## config.mk

```make
export PLATFORM = sky130hd
export DESIGN_NAME = priority_distributed_mutex_node_flat
export DESIGN_NICKNAME = d
export VERILOG_FILES = /design/src/sv/pdm_pkg.sv /design/src/sv/pdm_in_if.sv /design/src/sv/pdm_out_if.sv /design/src/sv/priority_distributed_mutex_node.sv /design/src/sv/pdm_ctrl.sv /design/src/sv/pdm_datapath.sv /design/src/flat_wrapper.sv
export SDC_FILE = /design/constraint.sdc
export NUM_CORES = 1
export LEC_CHECK = 0
export BUFFER_PORTS_ARGS = -buffer_cell sky130_fd_sc_hd__buf_2
export CAP_MARGIN = 15
export CORE_MARGIN = 2
export CORE_UTILIZATION = 49
export CTS_CLUSTER_DIAMETER = 30
export DETAILED_ROUTE_END_ITERATION = 16
export GPL_TIMING_DRIVEN = 0
export PLACE_DENSITY = 0.66
export SLEW_MARGIN = 0
export SYNTH_ARGS = -nofsm -noshare
export SYNTH_HDL_FRONTEND = slang
export SYNTH_HIERARCHICAL = 1
export SYNTH_SLANG_ARGS = --single-unit
```

## constraint.sdc

```tcl
create_clock -name clk -period 10 [get_ports clk]
set_clock_uncertainty 0.2 [all_clocks]
set_input_delay 0.5 -clock clk [delete_from_list [all_inputs] [get_ports clk]]
set_output_delay 0.5 -clock clk [all_outputs]
set_load 0.01 [all_outputs]
```

## src/sv/pdm_pkg.sv

```systemverilog
`default_nettype none
package pdm_pkg;

	// field widths
	localparam int NODE_W     = 4;
	localparam int PROC_W     = 4;
	localparam int PRIO_W     = 3;
	localparam int TICKET_W   = 16;
	localparam int COUNT_W    = 5;
	localparam int GRANT_W    = 8;
	localparam int KIND_W     = 2;
	localparam int CFG_IDX_W  = 3;
	localparam int CFG_DATA_W = 5;

	// sizing
	localparam int MAX_NODES     = 16;
	localparam int MAX_PROCS     = 16;
	localparam int PENDING_DEPTH = 32;
	localparam int RESULT_CAP    = 32;
	localparam int STORE_CAP     = (PENDING_DEPTH < RESULT_CAP) ? PENDING_DEPTH : RESULT_CAP;
	localparam int STORE_AW      = $clog2(STORE_CAP);
	localparam int STORE_CW      = $clog2(STORE_CAP + 1);
	localparam int ENTRY_W       = NODE_W + PROC_W;

	// input kinds
	localparam logic [KIND_W-1:0] KIND_REQ   = 2'd0;
	localparam logic [KIND_W-1:0] KIND_OK    = 2'd1;
	localparam logic [KIND_W-1:0] KIND_WANT  = 2'd2;
	localparam logic [KIND_W-1:0] KIND_LEAVE = 2'd3;

	// result kinds
	localparam logic [KIND_W-1:0] OUT_OK    = 2'd0;
	localparam logic [KIND_W-1:0] OUT_BCAST = 2'd1;
	localparam logic [KIND_W-1:0] OUT_ENTER = 2'd2;

	// configuration register indexes
	localparam logic [CFG_IDX_W-1:0] CFG_MY_NODE    = 3'd0;
	localparam logic [CFG_IDX_W-1:0] CFG_MY_PROCESS = 3'd1;
	localparam logic [CFG_IDX_W-1:0] CFG_MY_PRIO    = 3'd2;
	localparam logic [CFG_IDX_W-1:0] CFG_NODE_COUNT = 3'd3;
	localparam logic [CFG_IDX_W-1:0] CFG_PROCS      = 3'd4;

	// result source select
	localparam logic [1:0] SRC_EXEC  = 2'd0;
	localparam logic [1:0] SRC_ENTER = 2'd1;
	localparam logic [1:0] SRC_WALK  = 2'd2;

	typedef struct packed {
		logic [KIND_W-1:0]   kind;
		logic [NODE_W-1:0]   src_node;
		logic [PROC_W-1:0]   src_process;
		logic [TICKET_W-1:0] ticket;
		logic [PRIO_W-1:0]   priority_req;
		logic                origin_valid;
		logic [NODE_W-1:0]   origin_node;
		logic [PROC_W-1:0]   origin_process;
	} pdm_item_t;

	typedef struct packed {
		logic [KIND_W-1:0]   out_kind;
		logic [NODE_W-1:0]   dest_node;
		logic [PROC_W-1:0]   dest_process;
		logic                carries_origin;
		logic [TICKET_W-1:0] out_ticket;
		logic [PRIO_W-1:0]   out_priority;
		logic                last;
	} pdm_result_t;

	typedef struct packed {
		logic       capture;
		logic       exec;
		logic       enter;
		logic       walk_start;
		logic       walk_step;
		logic       emit;
		logic [1:0] emit_src;
	} pdm_cmd_t;

	typedef struct packed {
		logic leave;
		logic exec_emits;
		logic enter_follow;
		logic store_empty;
		logic walk_last;
		logic slot_free;
	} pdm_status_t;

endpackage
`default_nettype wire

```

## src/sv/pdm_in_if.sv

```systemverilog
`default_nettype none
interface pdm_in_if
	import pdm_pkg::*;
();
	logic                valid;
	logic                ready;
	logic [KIND_W-1:0]   kind;
	logic [NODE_W-1:0]   src_node;
	logic [PROC_W-1:0]   src_process;
	logic [TICKET_W-1:0] ticket;
	logic [PRIO_W-1:0]   priority_req;
	logic                origin_valid;
	logic [NODE_W-1:0]   origin_node;
	logic [PROC_W-1:0]   origin_process;

	modport source (
		output valid, kind, src_node, src_process, ticket, priority_req,
			origin_valid, origin_node, origin_process,
		input ready
	);
	modport sink (
		input valid, kind, src_node, src_process, ticket, priority_req,
			origin_valid, origin_node, origin_process,
		output ready
	);
endinterface
`default_nettype wire

```

## src/sv/pdm_out_if.sv

```systemverilog
`default_nettype none
interface pdm_out_if
	import pdm_pkg::*;
();
	logic                valid;
	logic                ready;
	logic [KIND_W-1:0]   out_kind;
	logic [NODE_W-1:0]   dest_node;
	logic [PROC_W-1:0]   dest_process;
	logic                carries_origin;
	logic [TICKET_W-1:0] out_ticket;
	logic [PRIO_W-1:0]   out_priority;
	logic                last;

	modport source (
		output valid, out_kind, dest_node, dest_process, carries_origin,
			out_ticket, out_priority, last,
		input ready
	);
	modport sink (
		input valid, out_kind, dest_node, dest_process, carries_origin,
			out_ticket, out_priority, last,
		output ready
	);
endinterface
`default_nettype wire

```

## src/sv/priority_distributed_mutex_node.sv

```systemverilog
`default_nettype none
// One participant of a distributed mutual exclusion scheme with priority
// classes. Requests are ordered by class (larger wins), then ticket, node and
// process (smaller wins). Messages enter on in_ch, replies, broadcasts and the
// enter notice leave on out_ch, the final result of each item flagged by last.
// Items are handled one at a time: accept, execute, then the enter notice
// for a want that enters at once, or for a leave a walk of the deferred store
// through its single read port, one entry per cycle while the output register
// is free; a full output register not taken stalls the item. The user writes
// configuration via cfg_we/cfg_idx/cfg_wdata only while the node is idle; the
// block does not enforce it. The deferred store needs no clearing after reset.
module priority_distributed_mutex_node
	import pdm_pkg::*;
(
	input  wire logic                  clk,
	input  wire logic                  arst_n,
	pdm_in_if.sink                     in_ch,
	pdm_out_if.source                  out_ch,
	input  wire logic                  cfg_we,
	input  wire logic [CFG_IDX_W-1:0]  cfg_idx,
	input  wire logic [CFG_DATA_W-1:0] cfg_wdata
);

	pdm_item_t   item;
	pdm_result_t result;
	pdm_cmd_t    cmd;
	pdm_status_t status;
	logic        in_ready;
	logic        out_valid;

	// input payload gathering
	always_comb begin
		item.kind           = in_ch.kind;
		item.src_node       = in_ch.src_node;
		item.src_process    = in_ch.src_process;
		item.ticket         = in_ch.ticket;
		item.priority_req   = in_ch.priority_req;
		item.origin_valid   = in_ch.origin_valid;
		item.origin_node    = in_ch.origin_node;
		item.origin_process = in_ch.origin_process;
	end

	assign in_ch.ready = in_ready;

	pdm_ctrl u_ctrl (
		.clk      (clk),
		.arst_n   (arst_n),
		.in_valid (in_ch.valid),
		.in_ready (in_ready),
		.status   (status),
		.cmd      (cmd)
	);

	pdm_datapath u_datapath (
		.clk       (clk),
		.arst_n    (arst_n),
		.cfg_we    (cfg_we),
		.cfg_idx   (cfg_idx),
		.cfg_wdata (cfg_wdata),
		.item      (item),
		.out_ready (out_ch.ready),
		.cmd       (cmd),
		.status    (status),
		.out_valid (out_valid),
		.result    (result)
	);

	// result payload
	assign out_ch.valid          = out_valid;
	assign out_ch.out_kind       = result.out_kind;
	assign out_ch.dest_node      = result.dest_node;
	assign out_ch.dest_process   = result.dest_process;
	assign out_ch.carries_origin = result.carries_origin;
	assign out_ch.out_ticket     = result.out_ticket;
	assign out_ch.out_priority   = result.out_priority;
	assign out_ch.last           = result.last;

endmodule
`default_nettype wire

```

## src/sv/pdm_ctrl.sv

```systemverilog
`default_nettype none
module pdm_ctrl
	import pdm_pkg::*;
(
	input  wire logic        clk,
	input  wire logic        arst_n,
	input  wire logic        in_valid,
	output logic             in_ready,
	input  wire pdm_status_t status,
	output pdm_cmd_t         cmd
);

	localparam logic [1:0] S_IDLE  = 2'd0;
	localparam logic [1:0] S_EXEC  = 2'd1;
	localparam logic [1:0] S_ENTER = 2'd2;
	localparam logic [1:0] S_WALK  = 2'd3;

	logic [1:0] state_q;
	logic [1:0] state_d;

	// sequencing of one item at a time
	always_comb begin
		cmd      = '0;
		in_ready = 1'b0;
		state_d  = state_q;
		unique case (state_q)
			S_IDLE: begin
				in_ready = 1'b1;
				if (in_valid) begin
					cmd.capture = 1'b1;
					state_d     = S_EXEC;
				end
			end
			S_EXEC: begin
				if (!status.exec_emits || status.slot_free) begin
					cmd.exec     = 1'b1;
					cmd.emit     = status.exec_emits;
					cmd.emit_src = SRC_EXEC;
					if (status.leave && !status.store_empty) begin
						cmd.walk_start = 1'b1;
						state_d        = S_WALK;
					end else if (status.enter_follow) begin
						state_d = S_ENTER;
					end else begin
						state_d = S_IDLE;
					end
				end
			end
			S_ENTER: begin
				if (status.slot_free) begin
					cmd.enter    = 1'b1;
					cmd.emit     = 1'b1;
					cmd.emit_src = SRC_ENTER;
					state_d      = S_IDLE;
				end
			end
			S_WALK: begin
				if (status.slot_free) begin
					cmd.walk_step = 1'b1;
					cmd.emit      = 1'b1;
					cmd.emit_src  = SRC_WALK;
					if (status.walk_last) begin
						state_d = S_IDLE;
					end
				end
			end
		endcase
	end

	always_ff @(posedge clk or negedge arst_n) begin
		if (!arst_n) begin
			state_q <= S_IDLE;
		end else begin
			state_q <= state_d;
		end
	end

endmodule
`default_nettype wire

```

## src/sv/pdm_datapath.sv

```systemverilog
`default_nettype none
module pdm_datapath
	import pdm_pkg::*;
(
	input  wire logic                  clk,
	input  wire logic                  arst_n,
	input  wire logic                  cfg_we,
	input  wire logic [CFG_IDX_W-1:0]  cfg_idx,
	input  wire logic [CFG_DATA_W-1:0] cfg_wdata,
	input  wire pdm_item_t             item,
	input  wire logic                  out_ready,
	input  wire pdm_cmd_t              cmd,
	output pdm_status_t                status,
	output logic                       out_valid,
	output pdm_result_t                result
);

	localparam int                 PROD_W    = 2 * COUNT_W;
	localparam int                 SUM_W     = PROD_W + 1;
	localparam logic [GRANT_W-1:0] GRANT_MAX = {GRANT_W{1'b1}};

	// configuration
	logic [NODE_W-1:0]  my_node_q;
	logic [PROC_W-1:0]  my_proc_q;
	logic [PRIO_W-1:0]  my_prio_q;
	logic [COUNT_W-1:0] node_count_q;
	logic [COUNT_W-1:0] procs_q;

	// protocol state
	pdm_item_t           item_q;
	logic [TICKET_W-1:0] hi_q;
	logic [TICKET_W-1:0] own_q;
	logic                wanting_q;
	logic                inside_q;
	logic [GRANT_W-1:0]  gs_q;
	logic [GRANT_W-1:0]  extra_q;
	logic [STORE_CW-1:0] cnt_q;
	logic [STORE_AW-1:0] idx_q;
	logic [ENTRY_W-1:0]  rd_q;
	logic [ENTRY_W-1:0]  store_q [STORE_CAP];

	// output register
	logic        out_valid_q;
	pdm_result_t res_q;

	always_ff @(posedge clk or negedge arst_n) begin
		if (!arst_n) begin
			my_node_q    <= '0;
			my_proc_q    <= '0;
			my_prio_q    <= '0;
			node_count_q <= COUNT_W'(1);
			procs_q      <= COUNT_W'(1);
		end else if (cfg_we) begin
			unique case (cfg_idx)
				CFG_MY_NODE:    my_node_q    <= cfg_wdata[NODE_W-1:0];
				CFG_MY_PROCESS: my_proc_q    <= cfg_wdata[PROC_W-1:0];
				CFG_MY_PRIO:    my_prio_q    <= cfg_wdata[PRIO_W-1:0];
				CFG_NODE_COUNT: node_count_q <= cfg_wdata[COUNT_W-1:0];
				CFG_PROCS:      procs_q      <= cfg_wdata[COUNT_W-1:0];
				default: ;
			endcase
		end
	end

	// required grant count, clamped group size less one plus extra grants, clipped
	logic [COUNT_W-1:0] n_cl;
	logic [COUNT_W-1:0] p_cl;
	logic [PROD_W-1:0]  prod;
	logic [SUM_W-1:0]   need_sum;
	logic [GRANT_W-1:0] req;

	always_comb begin
		if (node_count_q == '0) n_cl = COUNT_W'(1);
		else if (node_count_q > COUNT_W'(MAX_NODES)) n_cl = COUNT_W'(MAX_NODES);
		else n_cl = node_count_q;
		if (procs_q == '0) p_cl = COUNT_W'(1);
		else if (procs_q > COUNT_W'(MAX_PROCS)) p_cl = COUNT_W'(MAX_PROCS);
		else p_cl = procs_q;
		prod     = PROD_W'(n_cl) * PROD_W'(p_cl);
		need_sum = SUM_W'(prod) + SUM_W'(extra_q) - SUM_W'(1);
		req      = (need_sum > SUM_W'(GRANT_MAX)) ? GRANT_MAX : need_sum[GRANT_W-1:0];
	end

	// decision for the captured item
	logic                later;
	logic                do_defer;
	logic [ENTRY_W-1:0]  def_entry;
	logic                reply;
	logic                carry;
	logic                extra_up;
	logic                gs_up;
	logic                ok_enter;
	logic                bcast;
	logic                enter_now;
	logic [GRANT_W-1:0]  gs_inc;
	logic [TICKET_W-1:0] next_ticket;

	always_comb begin
		gs_inc      = (gs_q == GRANT_MAX) ? gs_q : gs_q + GRANT_W'(1);
		next_ticket = hi_q + TICKET_W'(1);
		enter_now   = gs_q >= req;
		later = (item_q.priority_req == my_prio_q) &&
			((own_q < item_q.ticket) ||
			 (own_q == item_q.ticket && my_node_q < item_q.src_node) ||
			 (own_q == item_q.ticket && my_node_q == item_q.src_node &&
			  my_proc_q < item_q.src_process));
		do_defer  = 1'b0;
		def_entry = {item_q.src_node, item_q.src_process};
		reply     = 1'b0;
		carry     = 1'b0;
		extra_up  = 1'b0;
		gs_up     = 1'b0;
		ok_enter  = 1'b0;
		bcast     = 1'b0;
		unique case (item_q.kind)
			KIND_REQ: begin
				priority if (inside_q) begin
					do_defer = 1'b1;
				end else if (item_q.priority_req > my_prio_q) begin
					reply    = 1'b1;
					carry    = wanting_q;
					extra_up = wanting_q;
				end else if (wanting_q && (item_q.priority_req < my_prio_q || later)) begin
					do_defer = 1'b1;
				end else begin
					reply = 1'b1;
				end
			end
			KIND_OK: begin
				do_defer  = item_q.origin_valid;
				def_entry = {item_q.origin_node, item_q.origin_process};
				if (wanting_q && !inside_q) begin
					gs_up    = 1'b1;
					ok_enter = gs_inc >= req;
				end
			end
			KIND_WANT: begin
				bcast = !wanting_q && !inside_q;
			end
			KIND_LEAVE: ;
		endcase
	end

	// status toward the controller
	logic slot_free;
	logic walk_last;

	assign slot_free = !out_valid_q || out_ready;
	assign walk_last = (STORE_CW'(idx_q) == cnt_q - STORE_CW'(1));

	always_comb begin
		status.leave        = item_q.kind == KIND_LEAVE;
		status.exec_emits   = reply || ok_enter || bcast;
		status.enter_follow = bcast && enter_now;
		status.store_empty  = cnt_q == '0;
		status.walk_last    = walk_last;
		status.slot_free    = slot_free;
	end

	// protocol state updates
	logic store_wr;

	assign store_wr = cmd.exec && do_defer && (cnt_q < STORE_CW'(STORE_CAP));

	always_ff @(posedge clk or negedge arst_n) begin
		if (!arst_n) begin
			hi_q      <= '0;
			own_q     <= '0;
			wanting_q <= 1'b0;
			inside_q  <= 1'b0;
			gs_q      <= '0;
			extra_q   <= '0;
			cnt_q     <= '0;
			idx_q     <= '0;
		end else begin
			if (cmd.exec) begin
				unique case (item_q.kind)
					KIND_REQ: begin
						if (item_q.ticket > hi_q) hi_q <= item_q.ticket;
						if (extra_up && extra_q != GRANT_MAX) extra_q <= extra_q + GRANT_W'(1);
					end
					KIND_OK: begin
						if (ok_enter) begin
							gs_q     <= '0;
							extra_q  <= '0;
							inside_q <= 1'b1;
						end else if (gs_up) begin
							gs_q <= gs_inc;
						end
					end
					KIND_WANT: begin
						if (bcast) begin
							wanting_q <= 1'b1;
							own_q     <= next_ticket;
						end
					end
					KIND_LEAVE: begin
						wanting_q <= 1'b0;
						inside_q  <= 1'b0;
						gs_q      <= '0;
						extra_q   <= '0;
					end
				endcase
			end
			if (cmd.enter) begin
				gs_q     <= '0;
				extra_q  <= '0;
				inside_q <= 1'b1;
			end
			if (store_wr) begin
				cnt_q <= cnt_q + STORE_CW'(1);
			end
			if (cmd.walk_start) begin
				idx_q <= '0;
			end
			if (cmd.walk_step) begin
				if (walk_last) cnt_q <= '0;
				else idx_q <= idx_q + STORE_AW'(1);
			end
		end
	end

	// captured item
	always_ff @(posedge clk) begin
		if (cmd.capture) item_q <= item;
	end

	// deferred store, one write or one registered read per cycle
	logic                rd_en;
	logic [STORE_AW-1:0] rd_addr;

	assign rd_en   = cmd.walk_start || (cmd.walk_step && !walk_last);
	assign rd_addr = cmd.walk_start ? '0 : idx_q + STORE_AW'(1);

	always_ff @(posedge clk) begin
		if (store_wr) store_q[cnt_q[STORE_AW-1:0]] <= def_entry;
		if (rd_en) rd_q <= store_q[rd_addr];
	end

	// result selection
	pdm_result_t res_d;

	always_comb begin
		res_d = '0;
		unique case (cmd.emit_src)
			SRC_EXEC: begin
				if (bcast) begin
					res_d.out_kind     = OUT_BCAST;
					res_d.out_ticket   = next_ticket;
					res_d.out_priority = my_prio_q;
					res_d.last         = !enter_now;
				end else if (ok_enter) begin
					res_d.out_kind = OUT_ENTER;
					res_d.last     = 1'b1;
				end else begin
					res_d.out_kind       = OUT_OK;
					res_d.dest_node      = item_q.src_node;
					res_d.dest_process   = item_q.src_process;
					res_d.carries_origin = carry;
					res_d.last           = 1'b1;
				end
			end
			SRC_ENTER: begin
				res_d.out_kind = OUT_ENTER;
				res_d.last     = 1'b1;
			end
			SRC_WALK: begin
				res_d.out_kind     = OUT_OK;
				res_d.dest_node    = rd_q[ENTRY_W-1:PROC_W];
				res_d.dest_process = rd_q[PROC_W-1:0];
				res_d.last         = walk_last;
			end
			default: res_d = '0;
		endcase
	end

	// output register
	always_ff @(posedge clk or negedge arst_n) begin
		if (!arst_n) begin
			out_valid_q <= 1'b0;
		end else if (cmd.emit) begin
			out_valid_q <= 1'b1;
		end else if (out_ready) begin
			out_valid_q <= 1'b0;
		end
	end

	always_ff @(posedge clk) begin
		if (cmd.emit) res_q <= res_d;
	end

	assign out_valid = out_valid_q;
	assign result    = res_q;

endmodule
`default_nettype wire

```

## src/flat_wrapper.sv

```systemverilog
// flat-port wrapper written by rule: the top's interface ports become plain ports
module priority_distributed_mutex_node_flat import pdm_pkg::*;
  (clk, arst_n, cfg_we, cfg_idx, cfg_wdata, in_ch_valid, in_ch_kind, in_ch_src_node, in_ch_src_process, in_ch_ticket, in_ch_priority_req, in_ch_origin_valid, in_ch_origin_node, in_ch_origin_process, in_ch_ready, out_ch_valid, out_ch_out_kind, out_ch_dest_node, out_ch_dest_process, out_ch_carries_origin, out_ch_out_ticket, out_ch_out_priority, out_ch_last, out_ch_ready);
  pdm_in_if in_ch_i ();
  pdm_out_if out_ch_i ();
  input  wire logic clk;
  input  wire logic arst_n;
  input  wire logic cfg_we;
  input  wire logic [CFG_IDX_W-1:0] cfg_idx;
  input  wire logic [CFG_DATA_W-1:0] cfg_wdata;
  input wire logic [$bits(in_ch_i.valid)-1:0] in_ch_valid;
  input wire logic [$bits(in_ch_i.kind)-1:0] in_ch_kind;
  input wire logic [$bits(in_ch_i.src_node)-1:0] in_ch_src_node;
  input wire logic [$bits(in_ch_i.src_process)-1:0] in_ch_src_process;
  input wire logic [$bits(in_ch_i.ticket)-1:0] in_ch_ticket;
  input wire logic [$bits(in_ch_i.priority_req)-1:0] in_ch_priority_req;
  input wire logic [$bits(in_ch_i.origin_valid)-1:0] in_ch_origin_valid;
  input wire logic [$bits(in_ch_i.origin_node)-1:0] in_ch_origin_node;
  input wire logic [$bits(in_ch_i.origin_process)-1:0] in_ch_origin_process;
  output wire logic [$bits(in_ch_i.ready)-1:0] in_ch_ready;
  output wire logic [$bits(out_ch_i.valid)-1:0] out_ch_valid;
  output wire logic [$bits(out_ch_i.out_kind)-1:0] out_ch_out_kind;
  output wire logic [$bits(out_ch_i.dest_node)-1:0] out_ch_dest_node;
  output wire logic [$bits(out_ch_i.dest_process)-1:0] out_ch_dest_process;
  output wire logic [$bits(out_ch_i.carries_origin)-1:0] out_ch_carries_origin;
  output wire logic [$bits(out_ch_i.out_ticket)-1:0] out_ch_out_ticket;
  output wire logic [$bits(out_ch_i.out_priority)-1:0] out_ch_out_priority;
  output wire logic [$bits(out_ch_i.last)-1:0] out_ch_last;
  input wire logic [$bits(out_ch_i.ready)-1:0] out_ch_ready;
  assign in_ch_i.valid = in_ch_valid;
  assign in_ch_i.kind = in_ch_kind;
  assign in_ch_i.src_node = in_ch_src_node;
  assign in_ch_i.src_process = in_ch_src_process;
  assign in_ch_i.ticket = in_ch_ticket;
  assign in_ch_i.priority_req = in_ch_priority_req;
  assign in_ch_i.origin_valid = in_ch_origin_valid;
  assign in_ch_i.origin_node = in_ch_origin_node;
  assign in_ch_i.origin_process = in_ch_origin_process;
  assign in_ch_ready = in_ch_i.ready;
  assign out_ch_valid = out_ch_i.valid;
  assign out_ch_out_kind = out_ch_i.out_kind;
  assign out_ch_dest_node = out_ch_i.dest_node;
  assign out_ch_dest_process = out_ch_i.dest_process;
  assign out_ch_carries_origin = out_ch_i.carries_origin;
  assign out_ch_out_ticket = out_ch_i.out_ticket;
  assign out_ch_out_priority = out_ch_i.out_priority;
  assign out_ch_last = out_ch_i.last;
  assign out_ch_i.ready = out_ch_ready;
  priority_distributed_mutex_node u_core (.clk(clk), .arst_n(arst_n), .in_ch(in_ch_i), .out_ch(out_ch_i), .cfg_we(cfg_we), .cfg_idx(cfg_idx), .cfg_wdata(cfg_wdata));
endmodule
```

# --- Word-level counts from Yosys, hierarchy flattened ---
# Memory sizes are Yosys's and may differ from the RTL's. A register that Yosys moved wholly into a read port is not among the register bits.
# Cells that the tools add are included.
classes:
  mux: 81
  reduce_logical: 54
  add_sub_neg: 8
  n_lt_le_gt_ge: 12
  eq_ne: 27
  bitwise_logic: 1
  multipliers: 1
op_table:
  columns: ["operator", "n"]
  rows:
  - ["8-bit two-way mux", 11]
  - ["5-bit two-way mux", 8]
  - ["1-bit two-way mux", 35]
  - ["8-bit one-hot mux with 2 select lines", 2]
  - ["8-bit one-hot mux with 3 select lines", 1]
  - ["2-bit two-way mux", 9]
  - ["6-bit two-way mux", 3]
  - ["9-bit two-way mux", 2]
  - ["16-bit by 1-bit adder with 16-bit output, second input constant", 1]
  - ["8-bit by 1-bit adder with 8-bit output, second input constant", 2]
  - ["16-bit == test", 1]
  - ["8-bit >= comparator", 2]
  - ["16-bit > comparator", 1]
  - ["16-bit < comparator", 1]
  - ["3-bit AND reduction", 5]
  - ["1-bit logical AND", 13]
  - ["2-bit inequality test, second input constant", 6]
  - ["2-bit AND reduction", 6]
  - ["10-bit by 8-bit adder with 11-bit output", 1]
  - ["11-bit by 8-bit > comparator with 1-bit output, second input constant", 1]
  - ["11-bit by 1-bit subtractor with 11-bit output, second input constant", 1]
  - ["2-bit == test, second input constant", 5]
  - ["5-bit > comparator, second input constant", 2]
  - ["5-bit zero test", 2]
  - ["other kinds (38)", 63]
word_totals:
  ff_bits: 154
  mem_count: 1
  mem_bits_rw: 256
  inputBits: 51
  wordCells: 215
  out_inout_bits: 33
memory_table:
  columns: ["name", "words", "width", "rd", "rd_ports_with_merged_regs", "write_ports", "line_no", "rtl"]
  rows:
  - ["u_core.u_datapath.store_q", 32, 8, 1, 1, 1, "pdm_datapath.sv:40", "logic [ENTRY_W-1:0] store_q [STORE_CAP];"]

# --- Depth between registers and ports, before layout ---
logic_depth:
  depth_word: 22
  depth_mapped: 40
  mapped_depth_nobuf: 36

# --- Hierarchy ---
# Netlist, hierarchy kept.
by_module_without_submodules:
  columns: ["mod", "area_each_um2", "cells_per_inst", "seq_area_each_um2", "n_inst"]
  rows:
  - ["pdm_datapath", 19737.7, 1471, 12079.1, 1]
  - ["pdm_ctrl", 170.2, 25, 50.0, 1]

# --- Worst setup path after synthesis ---
# No wires, ideal clock.
synth_timing:
  kind: "reg2reg"
  start: "register u_core.u_datapath.procs_q[4]"
  end: "register u_core.u_datapath.rd_q[4] (read register of u_core.u_datapath.store_q), data pin"
  path_stages_with_launch: 37
  arrival_time_ns: 7.837
  t_required_ns: 9.534
  path_buffers: 4
  slack_ns: 1.697
  synth_period_minus_slack_ns: 8.303
  setup_time_ns: 0.266
  path_cell_list: "dfrtp_1 -> clkbuf_1 -> nor2b_1 -> nand2_1 -> fa_1 -> fa_1 -> inv_1 -> fa_1 -> inv_1 -> fa_1 -> inv_1 -> ha_1 -> o211ai_2 -> o21ai_2 -> mux2_4 -> nor4_4 -> nand2_4 -> or2_2 -> ha_1 -> nand2b_1 -> a21oi_1 -> nor3_1 -> a21oi_1 -> o41ai_4 -> nand2_1 -> nand3_1 -> inv_1 -> o21ai_0 -> nor2b_1 -> clkbuf_1 -> or2_1 -> buf_2 -> buf_2 -> mux4_2 -> mux2_2 -> o211ai_1 -> o21ai_1"
synth_rtl:
  columns: ["element", "line_no", "rtl"]
  rows:
  - ["from (decl)", "pdm_datapath.sv:27", "logic [COUNT_W-1:0] procs_q;"]
  - ["from (signal assigned)", "pdm_datapath.sv:59", "CFG_PROCS: procs_q <= cfg_wdata[COUNT_W-1:0];"]
  - ["to (decl)", "pdm_datapath.sv:39", "logic [ENTRY_W-1:0] rd_q;"]

==> run summary <==
Status: completed
Class of the worst hold path: primary input to flop
Power share of the clock group: 0.374
Combinational share of power: 0.321
Worst-Skew Late Latency: 0.62 ns
Die width: 206 um
Share of cells above drive strength 1: 0.198
Synth Area per Inst: 13.3 um2
Tmin final: 9.50 ns
Cell repeated most along the worst path: inv_1
Final setup violation count: 0
CTS Sinks: 418
Synth Cell Area: 19900 um2
Reg2Reg Depth: 35
Port Buffer Count: 83
Yosys top cell area share: 0.502
Dpl ws: 0.330 ns
Startpoint types: flop
Largest fanout on the critical path: 10
Worst Max-Slew Pin Slew: 1.02 ns
Fmax: 0.105 GHz
ANT nets after route: 0
Worst setup margin: 0.500 ns
Layout Utilization: 0.618
Root Buffer Master: clkbuf_16
RSZ-0062 raised after global routing: true
Number of synthesized flops with an enable pin: 333
CTS clk-pin slew, worst paths: 0.05 ns
Final Cycle Share: 0.950
CTS buffer count: 85
Full die area: 42300 um2
IO Count: 84
Worst Hold Depth: 3
Clock tree buffer depth: 3
Power Density: 311 nW/um2
WP depth: 35
Max-slew violation count: 0
CP Capture Type: flop
Req. time, crit path: 10.04 ns
Grt total ovfl: 0
Vias in the first global route: 13400
Number of max-cap violations: 0
Cell Rows: 73
Post-CTS setup buffer count: 0
Most used flip-flop cell after synthesis: edfxtp_1
Via density: 5.64
Antenna violations before repair: 0
Sw Share: 0.339
Number of synthesized register bits: 418
Netlist cell types: 79
TritonCTS clock tree: done
Sequential-to-total area share from yosys stat: 0.609
HPWL after DPL: 32600 um
First-pass GRT wire length: 73700 um
Placed insts: 2113
H-tree depth: 3
Total GRT Usage: 0.232
Net Sw Power: 2600 uW
Detailed-route via count: 13000
Finished Layout Cells: 2314
Syn. warnings: 6
Slew Limit Headroom: 0.315
# DRC: 0
Area leader, netlist: edfxtp_1
Core area: 39900 um2
Pre-Repair DR Iteration Count: 6
Die Y: 206 um
Flop pwr share: 0.304
Leakage power: 0.00985 uW
Wirelength per Cell: 20.5 um
# diodes: 0
Synth Instances: 1496
Crit path DAT: 9.54 ns
Fin area: 24700 um2
WL final: 47500 um
Synth top area cells: edfxtp_1 50%, dfrtp_1 10%, ha_1 5.6%, mux4_2 3.6%, mux2i_1 2.5%
Slowest stage delay, CP: 0.81 ns
Synth-to-Final Area Change: 23.9%
Largest net degree at the start of global routing: 65
Fillers: 2972
Fraction of registers with async set/reset: 0.203
DP Area: 21200 um2
Critical Path Slowest Stage Cell: nor3_2
Starting Density: 0.499
Final net count: 1877
Buf/Inv on CP: 7
DR iter-0 viols: 994
Setup CP Type: flop to flop
Peak supply drop: 0.000154 V
Final Hold Fails: 0
Internal power: 5080 uW
Largest delay share family, worst path: simple AND/OR/NAND/NOR gates
Placer congestion estimate: 0.912
Post-Syn Nets: 1654
==> cell usage in the layout, fill, tap and decap left out, types with 48 or more instances in the layout <==
master       n
a21oi_1     48
buf_2       93
clkbuf_1    53
clkbuf_16   87
dfrtp_1     83
edfxtp_1   333
ha_1        89
inv_1      108
mux2i_1     50
nand2_1    109
nor2_1      97
o21ai_0     61
==> power by group through the flow <==
stage          logic, uW  clock network (uW)  registers (uW)
6_report            2470                2870            2330
2_1_floorplan       1690                   0            2360
5_1_grt             2720                3010            2350
3_3_place_gp        2320                   0            2380
3_5_place_dp        2420                   0            2360
4_1_cts             2460                2920            2330
==> cell type report <==
cell class / instances / area (um2) / share of cell area
Buffer: 64 / 268 / 0.0109
Tap cell: 525 / 657 / 0.0266
Inverter: 108 / 405 / 0.0164
Clock buffer: 97 / 2240 / 0.0910
Sequential cell: 418 / 12100 / 0.492
Timing Repair Buffer: 136 / 1040 / 0.0422
Clock inverter: 60 / 762 / 0.0309
Multi-Input combinational cell: 906 / 7160 / 0.290
==> flip-flops by register name (all words and copies together), names as in the netlist, 2 cells and up <==
register and count:
u_core/u_datapath/own_q 16, u_core/u_datapath/my_node_q 4, u_core/u_datapath/cnt_q 6, u_core/u_datapath/gs_q 8, u_core/u_datapath/node_count_q 5, u_core/u_datapath/store_q 256, u_core/u_datapath/item_q 38, u_core/u_datapath/procs_q 5
u_core/u_datapath/result 31, u_core/u_datapath/my_proc_q 4, u_core/u_datapath/hi_q 16, u_core/u_datapath/rd_q 8, u_core/u_datapath/extra_q 8, u_core/u_datapath/my_prio_q 3, u_core/u_ctrl/state_q 2, u_core/u_datapath/idx_q 5
==> worst min-delay path: cells and delay by family <==
| kind | cells | cell delay (ns) |
|---|---|---|
| simple gates | 2 | 0.26 |
| buf+inv | 1 | 0.07 |
==> worst paths after layout <==
| path | from | endpoint | slack [ns] |
|---|---|---|---|
| max | u_core/u_datapath/procs_q[4]$_DFFE_PN0P_ | u_core/u_datapath/store_q[12][0]$_DFFE_PP_ | 0.50 |
| min in group asynchronous | arst_n | u_core/u_datapath/hi_q[9]$_DFFE_PN0P_ | 0.13 |
| min | out_ch_ready | u_core/u_datapath/out_valid$_DFFE_PN0P_ | 0.09 |
| max in group asynchronous | arst_n | u_core/u_datapath/node_count_q[0]$_DFFE_PN1P_ | 8.77 |
| min reg2reg | u_core/u_datapath/own_q[3]$_DFFE_PN0P_ | u_core/u_datapath/own_q[3]$_DFFE_PN0P_ | 0.28 |
| max reg2reg | u_core/u_datapath/procs_q[4]$_DFFE_PN0P_ | u_core/u_datapath/store_q[12][0]$_DFFE_PP_ | 0.50 |
==> metal layers <==
metal  part of all wire  GRT usage  vias up
met1               0.42      0.298     6488
met5                  0          0        -
met2               0.49      0.383      411
met4              0.031     0.0925        0
li1                   -          -     6056
met3              0.058     0.0493       91
==> Yosys cell counts (5+ instances only) <==
cell type,instances
mux2_2,37
nor3_1,19
edfxtp_1,333
a31oi_1,12
a22o_1,15
clkbuf_1,48
o211ai_1,18
nand4_1,14
nand2b_1,15
mux4_2,32
dfrtp_1,83
o21a_1,8
o21ai_0,69
nand3_1,25
nand2_1,109
nand3b_1,10
and3_1,25
a21oi_1,48
a21o_1,11
xor2_1,10
o221ai_1,24
nor2_1,97
a211oi_1,6
o21ai_1,10
ha_1,89
nor2b_1,18
o22ai_1,10
and2_1,11
mux2i_1,50
fa_1,18
buf_2,12
nor3b_1,5
xnor2_1,27
and4_1,6
inv_1,108
==> through the flow <==
stage / power (uW) / setup TNS, ns / hold slack (ns)
final: 7680 / 0 / 0.0853
after detailed placement: 4780 / 0 / 0.224
after floorplan: 4050 / 0 / 0.00441
after global routing: 8090 / -0.330 / 0.0871
after global placement: 4700 / 0 / 0.269
after CTS: 7720 / 0 / 0.0455
==> cell families after synthesis <==
group,after synthesis,synth area share
multiplexers,120,0.0830
flip-flops,418,0.609
XOR/XNOR,38,0.0171
adder cells (fa/ha/maj),107,0.0740
AO/OA/AOI/OAI,253,0.0844
AND/OR/NAND/NOR,388,0.0986
buffers and inverters,172,0.0336
==> timing repair <==
item,in CTS,in global routing
endpoints found under the hold margin,135,0
gates resized for setup,0,8
hold buffers,44,0
setup endpoints to repair,0,56
No activity file was read; power rests on OpenSTA's default activity.
